File: src/rtl/lfu_pkg.sv
// shared constants, codes and controller/datapath types for the lfu slot table
package lfu_pkg;

    localparam int SLOT_N    = 32;
    localparam int IDX_W     = $clog2(SLOT_N);
    localparam int ID_BITS   = 8;
    localparam int CNT_W     = 16;
    localparam int STAMP_W   = 32;
    localparam int CFG_W     = 6;
    localparam int SLOT_W    = 5;
    localparam int ACTION_W  = 2;
    localparam int EVICT_W   = 8;

    localparam logic [CNT_W-1:0] COUNT_MAX = {CNT_W{1'b1}};

    typedef enum logic [ACTION_W-1:0] {
        ACT_PLACE   = 2'd0,
        ACT_HIT     = 2'd1,
        ACT_REPLACE = 2'd2
    } t_action;

    typedef enum logic [1:0] {
        ST_IDLE,
        ST_SCAN,
        ST_WRITE
    } t_state;

    typedef struct packed {
        logic start;
        logic scan;
        logic write;
    } t_dp_cmd;

    typedef struct packed {
        logic id_zero;
        logic scan_done;
        logic out_free;
    } t_dp_sts;

endpackage

File: src/rtl/lfu_if.sv
// valid/ready channel interfaces for request words and result words
interface lfu_in_if
    import lfu_pkg::*;
();
    logic               valid;
    logic               ready;
    logic [ID_BITS-1:0] entry_id;

    modport source (output valid, output entry_id, input ready);
    modport sink   (input valid, input entry_id, output ready);
endinterface

interface lfu_out_if
    import lfu_pkg::*;
();
    logic                valid;
    logic                ready;
    logic [SLOT_W-1:0]   slot;
    logic [ACTION_W-1:0] action;
    logic [EVICT_W-1:0]  evicted_id;
    logic [CNT_W-1:0]    new_count;

    modport source (output valid, output slot, output action, output evicted_id,
                    output new_count, input ready);
    modport sink   (input valid, input slot, input action, input evicted_id,
                    input new_count, output ready);
endinterface

File: src/rtl/lfu_slot_replacement.sv
// top level: lfu slot replacement with oldest-stamp tie break
//
// i_in carries one id word per handshake; a word with id zero is taken and
// dropped with no result and no state change. o_out carries one result word
// (slot, action, evicted id, new count) for each nonzero id.
// i_cfg_we/i_cfg_wdata write slots_in_use; write it only while idle.
// an item is accepted in the idle state, then the slot table is scanned one
// slot a cycle from slot 0 until a hit, an empty slot, or the last active
// slot, then the write-back state loads the result register. the next item
// is taken only after write-back has returned to idle, so one item is done
// before the next is accepted; the single-ported scan of the slot table
// sets that pace.
// reset empties the table at once through per-slot valid bits, clears the
// stamp counter and sets slots_in_use to 32.
// if the receiver stalls, the result word holds in the output register and
// the following item scans, then waits in write-back until the word is taken.
module lfu_slot_replacement
    import lfu_pkg::*;
(
    input  logic             i_clk,
    input  logic             i_rst_n,
    input  logic             i_cfg_we,
    input  logic [CFG_W-1:0] i_cfg_wdata,
    lfu_in_if.sink           i_in,
    lfu_out_if.source        o_out
);

    t_dp_cmd cmd;
    t_dp_sts sts;

    lfu_ctrl u_ctrl (
        .i_clk      (i_clk),
        .i_rst_n    (i_rst_n),
        .i_in_valid (i_in.valid),
        .o_in_ready (i_in.ready),
        .i_sts      (sts),
        .o_cmd      (cmd)
    );

    lfu_dpath u_dpath (
        .i_clk       (i_clk),
        .i_rst_n     (i_rst_n),
        .i_cfg_we    (i_cfg_we),
        .i_cfg_wdata (i_cfg_wdata),
        .i_entry_id  (i_in.entry_id),
        .i_cmd       (cmd),
        .o_sts       (sts),
        .o_out       (o_out)
    );

endmodule

File: src/rtl/lfu_ctrl.sv
// controller state machine: accept, slot scan, write-back
module lfu_ctrl
    import lfu_pkg::*;
(
    input  logic    i_clk,
    input  logic    i_rst_n,
    input  logic    i_in_valid,
    output logic    o_in_ready,
    input  t_dp_sts i_sts,
    output t_dp_cmd o_cmd
);

    t_state r_state;
    t_state n_state;

    always_ff @(posedge i_clk) begin
        if (!i_rst_n) begin
            r_state <= ST_IDLE;
        end else begin
            r_state <= n_state;
        end
    end

    always_comb begin
        n_state    = r_state;
        o_in_ready = 1'b0;
        o_cmd      = '0;
        unique case (r_state)
            ST_IDLE: begin
                o_in_ready = 1'b1;
                // a zero id is taken and dropped
                if (i_in_valid && !i_sts.id_zero) begin
                    o_cmd.start = 1'b1;
                    n_state     = ST_SCAN;
                end
            end
            ST_SCAN: begin
                o_cmd.scan = 1'b1;
                if (i_sts.scan_done) begin
                    n_state = ST_WRITE;
                end
            end
            ST_WRITE: begin
                if (i_sts.out_free) begin
                    o_cmd.write = 1'b1;
                    n_state     = ST_IDLE;
                end
            end
            default: begin
                n_state = ST_IDLE;
            end
        endcase
    end

endmodule

File: src/rtl/lfu_dpath.sv
// datapath: slot table, scan index, victim tracking and result register
module lfu_dpath
    import lfu_pkg::*;
(
    input  logic               i_clk,
    input  logic               i_rst_n,
    input  logic               i_cfg_we,
    input  logic [CFG_W-1:0]   i_cfg_wdata,
    input  logic [ID_BITS-1:0] i_entry_id,
    input  t_dp_cmd            i_cmd,
    output t_dp_sts            o_sts,
    lfu_out_if.source          o_out
);

    // slot table, entries read as zero until written
    logic [ID_BITS-1:0] r_tab_id    [SLOT_N];
    logic [CNT_W-1:0]   r_tab_cnt   [SLOT_N];
    logic [STAMP_W-1:0] r_tab_stamp [SLOT_N];
    logic [SLOT_N-1:0]  r_tab_vld;

    logic [CFG_W-1:0]   r_cfg_slots;
    logic [STAMP_W-1:0] r_ref_ctr;

    logic [ID_BITS-1:0] r_req_id;
    logic [IDX_W-1:0]   r_idx;
    logic [IDX_W-1:0]   r_where;
    t_action            r_action;
    logic [CNT_W-1:0]   r_hit_cnt;
    logic [IDX_W-1:0]   r_vidx;
    logic [CNT_W-1:0]   r_vcnt;
    logic [STAMP_W-1:0] r_vstamp;
    logic [ID_BITS-1:0] r_vid;

    logic                r_out_valid;
    logic [SLOT_W-1:0]   r_out_slot;
    logic [ACTION_W-1:0] r_out_action;
    logic [EVICT_W-1:0]  r_out_evict;
    logic [CNT_W-1:0]    r_out_cnt;

    logic [CFG_W-1:0]   n_eff;
    logic [CFG_W-1:0]   n_last;
    logic               scan_last;
    logic [ID_BITS-1:0] cur_id;
    logic [CNT_W-1:0]   cur_cnt;
    logic [STAMP_W-1:0] cur_stamp;
    logic               cur_hit;
    logic               cur_empty;
    logic               vic_take;
    logic [IDX_W-1:0]   wr_idx;
    logic [CNT_W-1:0]   n_cnt;

    always_comb begin
        if (r_cfg_slots == '0) begin
            n_eff = CFG_W'(1);
        end else if (r_cfg_slots > CFG_W'(SLOT_N)) begin
            n_eff = CFG_W'(SLOT_N);
        end else begin
            n_eff = r_cfg_slots;
        end
    end

    assign n_last    = n_eff - CFG_W'(1);
    assign scan_last = (r_idx == n_last[IDX_W-1:0]);

    assign cur_id    = r_tab_vld[r_idx] ? r_tab_id[r_idx]    : '0;
    assign cur_cnt   = r_tab_vld[r_idx] ? r_tab_cnt[r_idx]   : '0;
    assign cur_stamp = r_tab_vld[r_idx] ? r_tab_stamp[r_idx] : '0;
    assign cur_hit   = (cur_id == r_req_id);
    assign cur_empty = (cur_id == '0);

    // strict compare keeps the lowest index on a full tie
    assign vic_take = (r_idx == '0) || (cur_cnt < r_vcnt) ||
                      ((cur_cnt == r_vcnt) && (cur_stamp < r_vstamp));

    assign wr_idx = (r_action == ACT_REPLACE) ? r_vidx : r_where;

    always_comb begin
        if (r_action != ACT_HIT) begin
            n_cnt = CNT_W'(1);
        end else if (r_hit_cnt == COUNT_MAX) begin
            n_cnt = COUNT_MAX;
        end else begin
            n_cnt = r_hit_cnt + CNT_W'(1);
        end
    end

    assign o_sts.id_zero   = (i_entry_id == '0);
    assign o_sts.scan_done = cur_hit || cur_empty || scan_last;
    assign o_sts.out_free  = !r_out_valid || o_out.ready;

    always_ff @(posedge i_clk) begin
        if (!i_rst_n) begin
            r_cfg_slots <= CFG_W'(SLOT_N);
        end else if (i_cfg_we) begin
            r_cfg_slots <= i_cfg_wdata;
        end
    end

    always_ff @(posedge i_clk) begin
        if (!i_rst_n) begin
            r_ref_ctr <= '0;
            r_tab_vld <= '0;
        end else if (i_cmd.write) begin
            r_ref_ctr <= r_ref_ctr + STAMP_W'(1);
            r_tab_vld[wr_idx] <= 1'b1;
        end
    end

    always_ff @(posedge i_clk) begin
        if (i_cmd.write) begin
            r_tab_cnt[wr_idx] <= n_cnt;
            if (r_action != ACT_HIT) begin
                r_tab_id[wr_idx]    <= r_req_id;
                r_tab_stamp[wr_idx] <= r_ref_ctr;
            end
        end
    end

    // scan: first hit or empty slot decides, else track the victim
    always_ff @(posedge i_clk) begin
        if (i_cmd.start) begin
            r_req_id <= i_entry_id;
            r_idx    <= '0;
        end else if (i_cmd.scan) begin
            if (cur_hit || cur_empty) begin
                r_where   <= r_idx;
                r_action  <= cur_hit ? ACT_HIT : ACT_PLACE;
                r_hit_cnt <= cur_cnt;
            end else begin
                if (vic_take) begin
                    r_vidx   <= r_idx;
                    r_vcnt   <= cur_cnt;
                    r_vstamp <= cur_stamp;
                    r_vid    <= cur_id;
                end
                if (scan_last) begin
                    r_action <= ACT_REPLACE;
                end else begin
                    r_idx <= r_idx + IDX_W'(1);
                end
            end
        end
    end

    always_ff @(posedge i_clk) begin
        if (!i_rst_n) begin
            r_out_valid <= 1'b0;
        end else if (i_cmd.write) begin
            r_out_valid <= 1'b1;
        end else if (o_out.ready) begin
            r_out_valid <= 1'b0;
        end
    end

    always_ff @(posedge i_clk) begin
        if (i_cmd.write) begin
            r_out_slot   <= SLOT_W'(wr_idx);
            r_out_action <= r_action;
            r_out_evict  <= (r_action == ACT_REPLACE) ? EVICT_W'(r_vid) : '0;
            r_out_cnt    <= n_cnt;
        end
    end

    assign o_out.valid      = r_out_valid;
    assign o_out.slot       = r_out_slot;
    assign o_out.action     = r_out_action;
    assign o_out.evicted_id = r_out_evict;
    assign o_out.new_count  = r_out_cnt;

`ifndef SYNTHESIS
    a_write_needs_room: assert property (@(posedge i_clk) disable iff (!i_rst_n)
        i_cmd.write |-> (!r_out_valid || o_out.ready))
        else $error("write-back with result register still held");

    a_write_fills_out: assert property (@(posedge i_clk) disable iff (!i_rst_n)
        i_cmd.write |=> (r_out_valid && r_tab_vld[$past(wr_idx)]))
        else $error("write-back did not fill result and slot");

    a_scan_in_range: assert property (@(posedge i_clk) disable iff (!i_rst_n)
        i_cmd.scan |-> ({1'b0, r_idx} < n_eff))
        else $error("scan index beyond active slots");

    a_count_nonzero: assert property (@(posedge i_clk) disable iff (!i_rst_n)
        i_cmd.write |-> (n_cnt != '0))
        else $error("written count is zero");
`endif

endmodule

File: src/flat_wrapper.sv
// flat-port wrapper written by rule: the top's interface ports become plain ports
module lfu_slot_replacement_flat import lfu_pkg::*;
  (i_clk, i_rst_n, i_cfg_we, i_cfg_wdata, i_in_valid, i_in_entry_id, i_in_ready, o_out_valid, o_out_slot, o_out_action, o_out_evicted_id, o_out_new_count, o_out_ready);
  lfu_in_if i_in_i ();
  lfu_out_if o_out_i ();
  input  logic i_clk;
  input  logic i_rst_n;
  input  logic i_cfg_we;
  input  logic [CFG_W-1:0] i_cfg_wdata;
  input wire logic [$bits(i_in_i.valid)-1:0] i_in_valid;
  input wire logic [$bits(i_in_i.entry_id)-1:0] i_in_entry_id;
  output wire logic [$bits(i_in_i.ready)-1:0] i_in_ready;
  output wire logic [$bits(o_out_i.valid)-1:0] o_out_valid;
  output wire logic [$bits(o_out_i.slot)-1:0] o_out_slot;
  output wire logic [$bits(o_out_i.action)-1:0] o_out_action;
  output wire logic [$bits(o_out_i.evicted_id)-1:0] o_out_evicted_id;
  output wire logic [$bits(o_out_i.new_count)-1:0] o_out_new_count;
  input wire logic [$bits(o_out_i.ready)-1:0] o_out_ready;
  assign i_in_i.valid = i_in_valid;
  assign i_in_i.entry_id = i_in_entry_id;
  assign i_in_ready = i_in_i.ready;
  assign o_out_valid = o_out_i.valid;
  assign o_out_slot = o_out_i.slot;
  assign o_out_action = o_out_i.action;
  assign o_out_evicted_id = o_out_i.evicted_id;
  assign o_out_new_count = o_out_i.new_count;
  assign o_out_i.ready = o_out_ready;
  lfu_slot_replacement u_core (.i_clk(i_clk), .i_rst_n(i_rst_n), .i_cfg_we(i_cfg_we), .i_cfg_wdata(i_cfg_wdata), .i_in(i_in_i), .o_out(o_out_i));
endmodule
File: config.mk
export PLATFORM = sky130hd
export DESIGN_NAME = lfu_slot_replacement_flat
export DESIGN_NICKNAME = d
export VERILOG_FILES = /design/src/rtl/lfu_pkg.sv /design/src/rtl/lfu_if.sv /design/src/rtl/lfu_slot_replacement.sv /design/src/rtl/lfu_ctrl.sv /design/src/rtl/lfu_dpath.sv /design/src/flat_wrapper.sv
export SDC_FILE = /design/constraint.sdc
export NUM_CORES = 2
export LEC_CHECK = 0
export BUFFER_PORTS_ARGS = -buffer_cell sky130_fd_sc_hd__buf_2
export CAP_MARGIN = 25
export CORE_MARGIN = 2
export CORE_UTILIZATION = 45
export CTS_CLUSTER_SIZE = 16
export DETAILED_ROUTE_END_ITERATION = 7
export SLEW_MARGIN = 20
export SYNTH_ARGS = -nofsm -noshare
export SYNTH_HDL_FRONTEND = slang
export SYNTH_SLANG_ARGS = --single-unit
File: constraint.sdc
create_clock -name i_clk -period 7.95 [get_ports i_clk]
set_input_delay 0.795 -clock i_clk [delete_from_list [all_inputs] [get_ports i_clk]]
set_output_delay 0.795 -clock i_clk [all_outputs]
set_load 0.01 [all_outputs]
# After elaboration in Yosys (flattened, before gate mapping)
# Memories as Yosys holds them, arrays and structs flattened. A register that Yosys moved wholly into a read port is not among the register bits.
# Cells that the tools add are included.
# classes
addsub	4
order_cmp	6
muxes	38
bitwise_logic	4
n_reduce_logical	22
n_eq_ne	11
# op_table
cell	n
$mux 16	3
$mux 5	9
$add 32x1->32 const B	1
$lt 32x32->1	1
$mux 32	1
$or 32x32->32	1
$add 16x1->16 const B	1
$eq 16x16->1	1
$eq 16x16->1 const B	1
$logic_not 8->1	2
$lt 16x16->1	1
$mux 1	16
$lt 5x6->1 const B	2
$reduce_and 3->1	4
$mux 2	5
$eq 8x8->1	1
$mux 8	1
$gt 6x6->1 const B	1
$logic_not 6->1	1
$ne 2x1->1 const B	3
$pmux 2 s3	1
$add 5x1->5 const B	1
$bmux 1 s5	1
$demux 1 s5	1
14 further kinds	25
# word_totals
register_bits	201
n_memories	3
mem_bits_rw	1792
out_inout_bits	33
wordCells	106
inputBits	19
# mem_list
memory	words	width	read_ports	rd_ports_with_merged_regs	wr	line	rtl
u_core.u_dpath.r_tab_stamp	32	32	1	1	1	lfu_dpath.sv:18	logic [STAMP_W-1:0] r_tab_stamp [SLOT_N];
u_core.u_dpath.r_tab_cnt	32	16	1	1	1	lfu_dpath.sv:17	logic [CNT_W-1:0] r_tab_cnt [SLOT_N];
u_core.u_dpath.r_tab_id	32	8	1	1	1	lfu_dpath.sv:16	logic [ID_BITS-1:0] r_tab_id [SLOT_N];

# Depth between registers and ports, before layout
# depth
depth_word	9
depth_mapped	20

# Hierarchy
# Synthesis repeated with hierarchy kept, for this count alone.
# hier_totals
hier_cells	3438
area_unflattened_um2	77295.4
# by_module_without_submodules
mod	n_inst	cells_per_inst	area_per_inst_um2
lfu_dpath	1	3424	77169.0
lfu_ctrl	1	14	126.4

# Least setup slack after synthesis
# OpenSTA, ideal clock, no wires.
# synth_path
path_kind	register to register
from	register (tool-made name)
to	register u_core.u_dpath.r_vcnt[0] (enable)
t_required_ps	7524
setup_time_ps	426
arrival_time_ps	5867
slack_ps	1657
path_stages_with_launch	21
path_cell_list	dfxtp_1 buf_6 buf_6 buf_2 buf_1 buf_2 mux4_2 mux4_2 mux2i_1 nor2_1 ha_1 nor2b_1 o21a_1 o21a_1 o21a_1 o21a_1 o21a_1 o21ai_0 nand2b_1 a221oi_1 o311a_1
# synth_rtl
item	line	rtl
end signal: assignment	lfu_dpath.sv:132	r_vcnt <= cur_cnt;
end: declaration	lfu_dpath.sv:30	logic [CNT_W-1:0] r_vcnt;

==> results.yml <==
run_status:
  outcome: "finished clean"
logic_synthesis:
  synthArstFlopShare_pct: 0
  synth.distinct_cells: 56
  synth_top_area_share_pct: 74.1
  ys_top_cells_by_count: "edfxtp_1 (1,915), mux4_2 (492), mux2i_1 (186), nor2_1 (113), clkbuf_1 (87)"
  synth_area_per_cell_um2: 21.4
  synth_area_leaders: "edfxtp_1 (74%), mux4_2 (14%), mux2i_1 (2.4%)"
  synth-seq-cells: 1998
  synth_area_leader_cell: "edfxtp_1"
  ys_warn_count: 0
  syn_inst: 3620
  syn_nets: 3691
  synth_area_mm2: 0.0776
  synth-edff-count: 1915
  yosysMostFrequentCell: "edfxtp_1"
  synthFlopType: "edfxtp_1"
  seq_area_frac_synth_pct: 76.2
setup_path:
  slowest_stage: "dfxtp_4"
  end_kind: "flop"
  max_stage_delay_ns: 0.89
  cp_top_family: "compound AO/OA/AOI/OAI gates"
  crit_buf_inv: 1
  critPathMaxFanout: 61
  cp.arrival_ns: 6.63
  crit_path_cell_trace: "buf_12 -> mux4_2 -> mux4_2 -> mux2i_1 -> nor2_1 -> ha_1 -> a21o_1 -> a21oi_1 -> nor2b_1 -> o21ai_0 -> nand2b_1 -> a21oi_1 -> nor2b_1 -> o21ai_0 -> o311a_1 -> o311a_4"
  critPathRequiredTime_ns: 8.39
  start_kind: "flop"
  path_class: "flop to flop"
sta:
  hold_violations: 0
  tightestPinTransition_ns: 1.09
  slew_headroom_pct: 27.2
  setup_violations: 0
  setup_slack_ns: 1.76
  post-route-period-util_pct: 77.9
  period_needed_ns: 6.19
  clock.fmax_mhz: 161
  clock_skew_ns: 0.0681
  final_max_slew_viol_count: 0
  fin_setup_tns_ns: 0
  rsz0062_at_grt: "no"
routing:
  wire_per_inst_um: 30.1
  vias: 37133
  routed_wl_um: 191000
  first_pass_iters: 5
  viasPerCell: 5.87
  initialDrtViolationCount: 4400
  drtAntennaViolNets: 0
  drc: 0
clocking:
  hold_buffers: 0
  post_cts_buffers: 0
  cts_root_buffer: "clkbuf_16"
  cts-resized-gates: 0
  clkLatencyLatePin_ns: 0.84
  clkTransAtPathRegs_ns: 0.06
  cts_tree: "yes"
  htreeDepth: 4
  cts_buffers: 199
  cts.sinks: 1998
  ctsLongestPathBuffers: 3
global_routing:
  grt_max_degree: 108
  use_met3_pct: 2.72
  grt_antenna_before_repair: 2
  overflow: 0
  grt.total_usage_pct: 21.8
  top_usage_layer: "met2"
  grtUsageMet2_pct: 34.8
  grt_pass1_vias: 37142
  use_met1_pct: 32.3
  grt_pass1_wl_um: 271000
cells_and_area:
  layout-drive-gt1-share_pct: 27.2
  areaGrowthSynthToFinish_pct: 13.7
  insertedDiodeCount: 0
  fin_nets: 3919
  fin_util_pct: 51.4
place:
  dp_hpwl_um: 99000
  globalplace.congestion: 0.780
  io_buffers: 51
  dpl_worst_slack_ns: 1.75
floorplan:
  die_area_mm2: 0.176
  start_util_pct: 45.2
  die_x_um: 419
  die_y_um: 419
  fp.coreArea_mm2: 0.172
  std_cell_rows: 152
  io_pins: 52
power_and_ir_drop:
  power.density_mw_per_mm2: 235
  fin_total_pwr_mw: 20.7
  max-vdd-ir-drop_mv: 0.184
  leakage_nw: 29.3
worst_hold_path:
  hold_class: "input port to flop"
run:
  drv_cap: 0
[where the power goes]
part | switching (mW) | internal, mW
registers | 0.0195 | 11.4
clock network | 3.98 | 5.10
logic | 0.127 | 0.0438
[routing by layer]
| layer | share of wire [%] | vias to the layer above |
|---|---|---|
| met2 | 48 | 1334 |
| met3 | 6.2 | 236 |
| li1 | - | 15490 |
| met5 | 0 | - |
| met4 | 1.7 | 0 |
| met1 | 44 | 20073 |
[final cells by class]
cell class,count,area (um2)
multi-input cells,1379,17800
clock buffers,257,5320
flip-flops and latches,1998,59200
clock inverters,113,1010
inverters,70,263
well taps,2310,2890
fillers,13490,83300
repair buffers,200,1700
[cell families after synthesis]
group | Yosys count | synth area share, %
mux | 678 | 16.7
compound gates | 182 | 1.59
simple gates | 421 | 2.75
flops | 1998 | 76.2
buf+inv | 243 | 1.39
xor+xnor | 46 | 0.519
fa+ha+maj | 52 | 0.838
[sequential cells by signal, indices dropped and copies added, names as in the netlist, 6 cells and up, named ones only]
name                             count
u_core.u_dpath.o_out.evicted_id      8
u_core.u_dpath.r_vstamp             32
u_core.u_dpath.r_tab_vld            32
u_core.u_dpath.r_tab_cnt           512
u_core.u_dpath.o_out.new_count      16
u_core.u_dpath.r_ref_ctr            32
u_core.u_dpath.r_cfg_slots           6
u_core.u_dpath.r_vcnt               16
u_core.u_dpath.r_tab_id            256
u_core.u_dpath.r_req_id              8
u_core.u_dpath.r_hit_cnt            16
u_core.u_dpath.r_vid                 8
u_core.u_dpath.r_tab_stamp        1024
[per-stage QoR]
step	cells	instance area (um2)	hold slack, ns
final	6327	88200	0.153
after CTS	6315	88000	0.0821
after floorplan	3620	77600	0.424
after global placement	5940	81600	0.443
after detailed placement	5945	81700	0.450
after global routing	6327	88200	0.115
[worst paths after layout]
check	endpoint	slack, ns	cells past startpoint	from
worst min register to register	u_core.u_dpath.r_tab_vld[12]	0.46	1	u_core.u_dpath.r_tab_vld[12]
worst min-delay path	u_core.u_dpath.r_req_id[2]	0.15	1	i_in_entry_id[2]
worst max register to register	u_core.u_dpath.r_vstamp[28]	1.76	16	flop
worst max-delay path	u_core.u_dpath.r_vstamp[28]	1.76	16	flop
[layout by cell type, fill, tap and decap left out, types with 12 or more instances in the layout]
master and instances:
xnor2_1 32, inv_1 69, xor2_1 14, dfxtp_1 56, dfxtp_2 22, nor2_4 23
clkbuf_1 47, nor3_2 33, and2_1 36, buf_2 51, edfxtp_1 1915, nand3_1 55
nor2_2 14, buf_12 16, o21a_1 38, buf_4 119, clkbuf_16 200, mux2i_1 186
a21oi_1 24, a22oi_1 45, nand2_1 57, nor3_1 12, clkinv_2 42, ha_1 52
nor2b_1 22, mux4_2 492, o21ai_0 24, nand2b_1 16, nand4_1 25, clkinv_1 41
nor2_1 78
No activity file was read; power rests on OpenSTA's default activity.
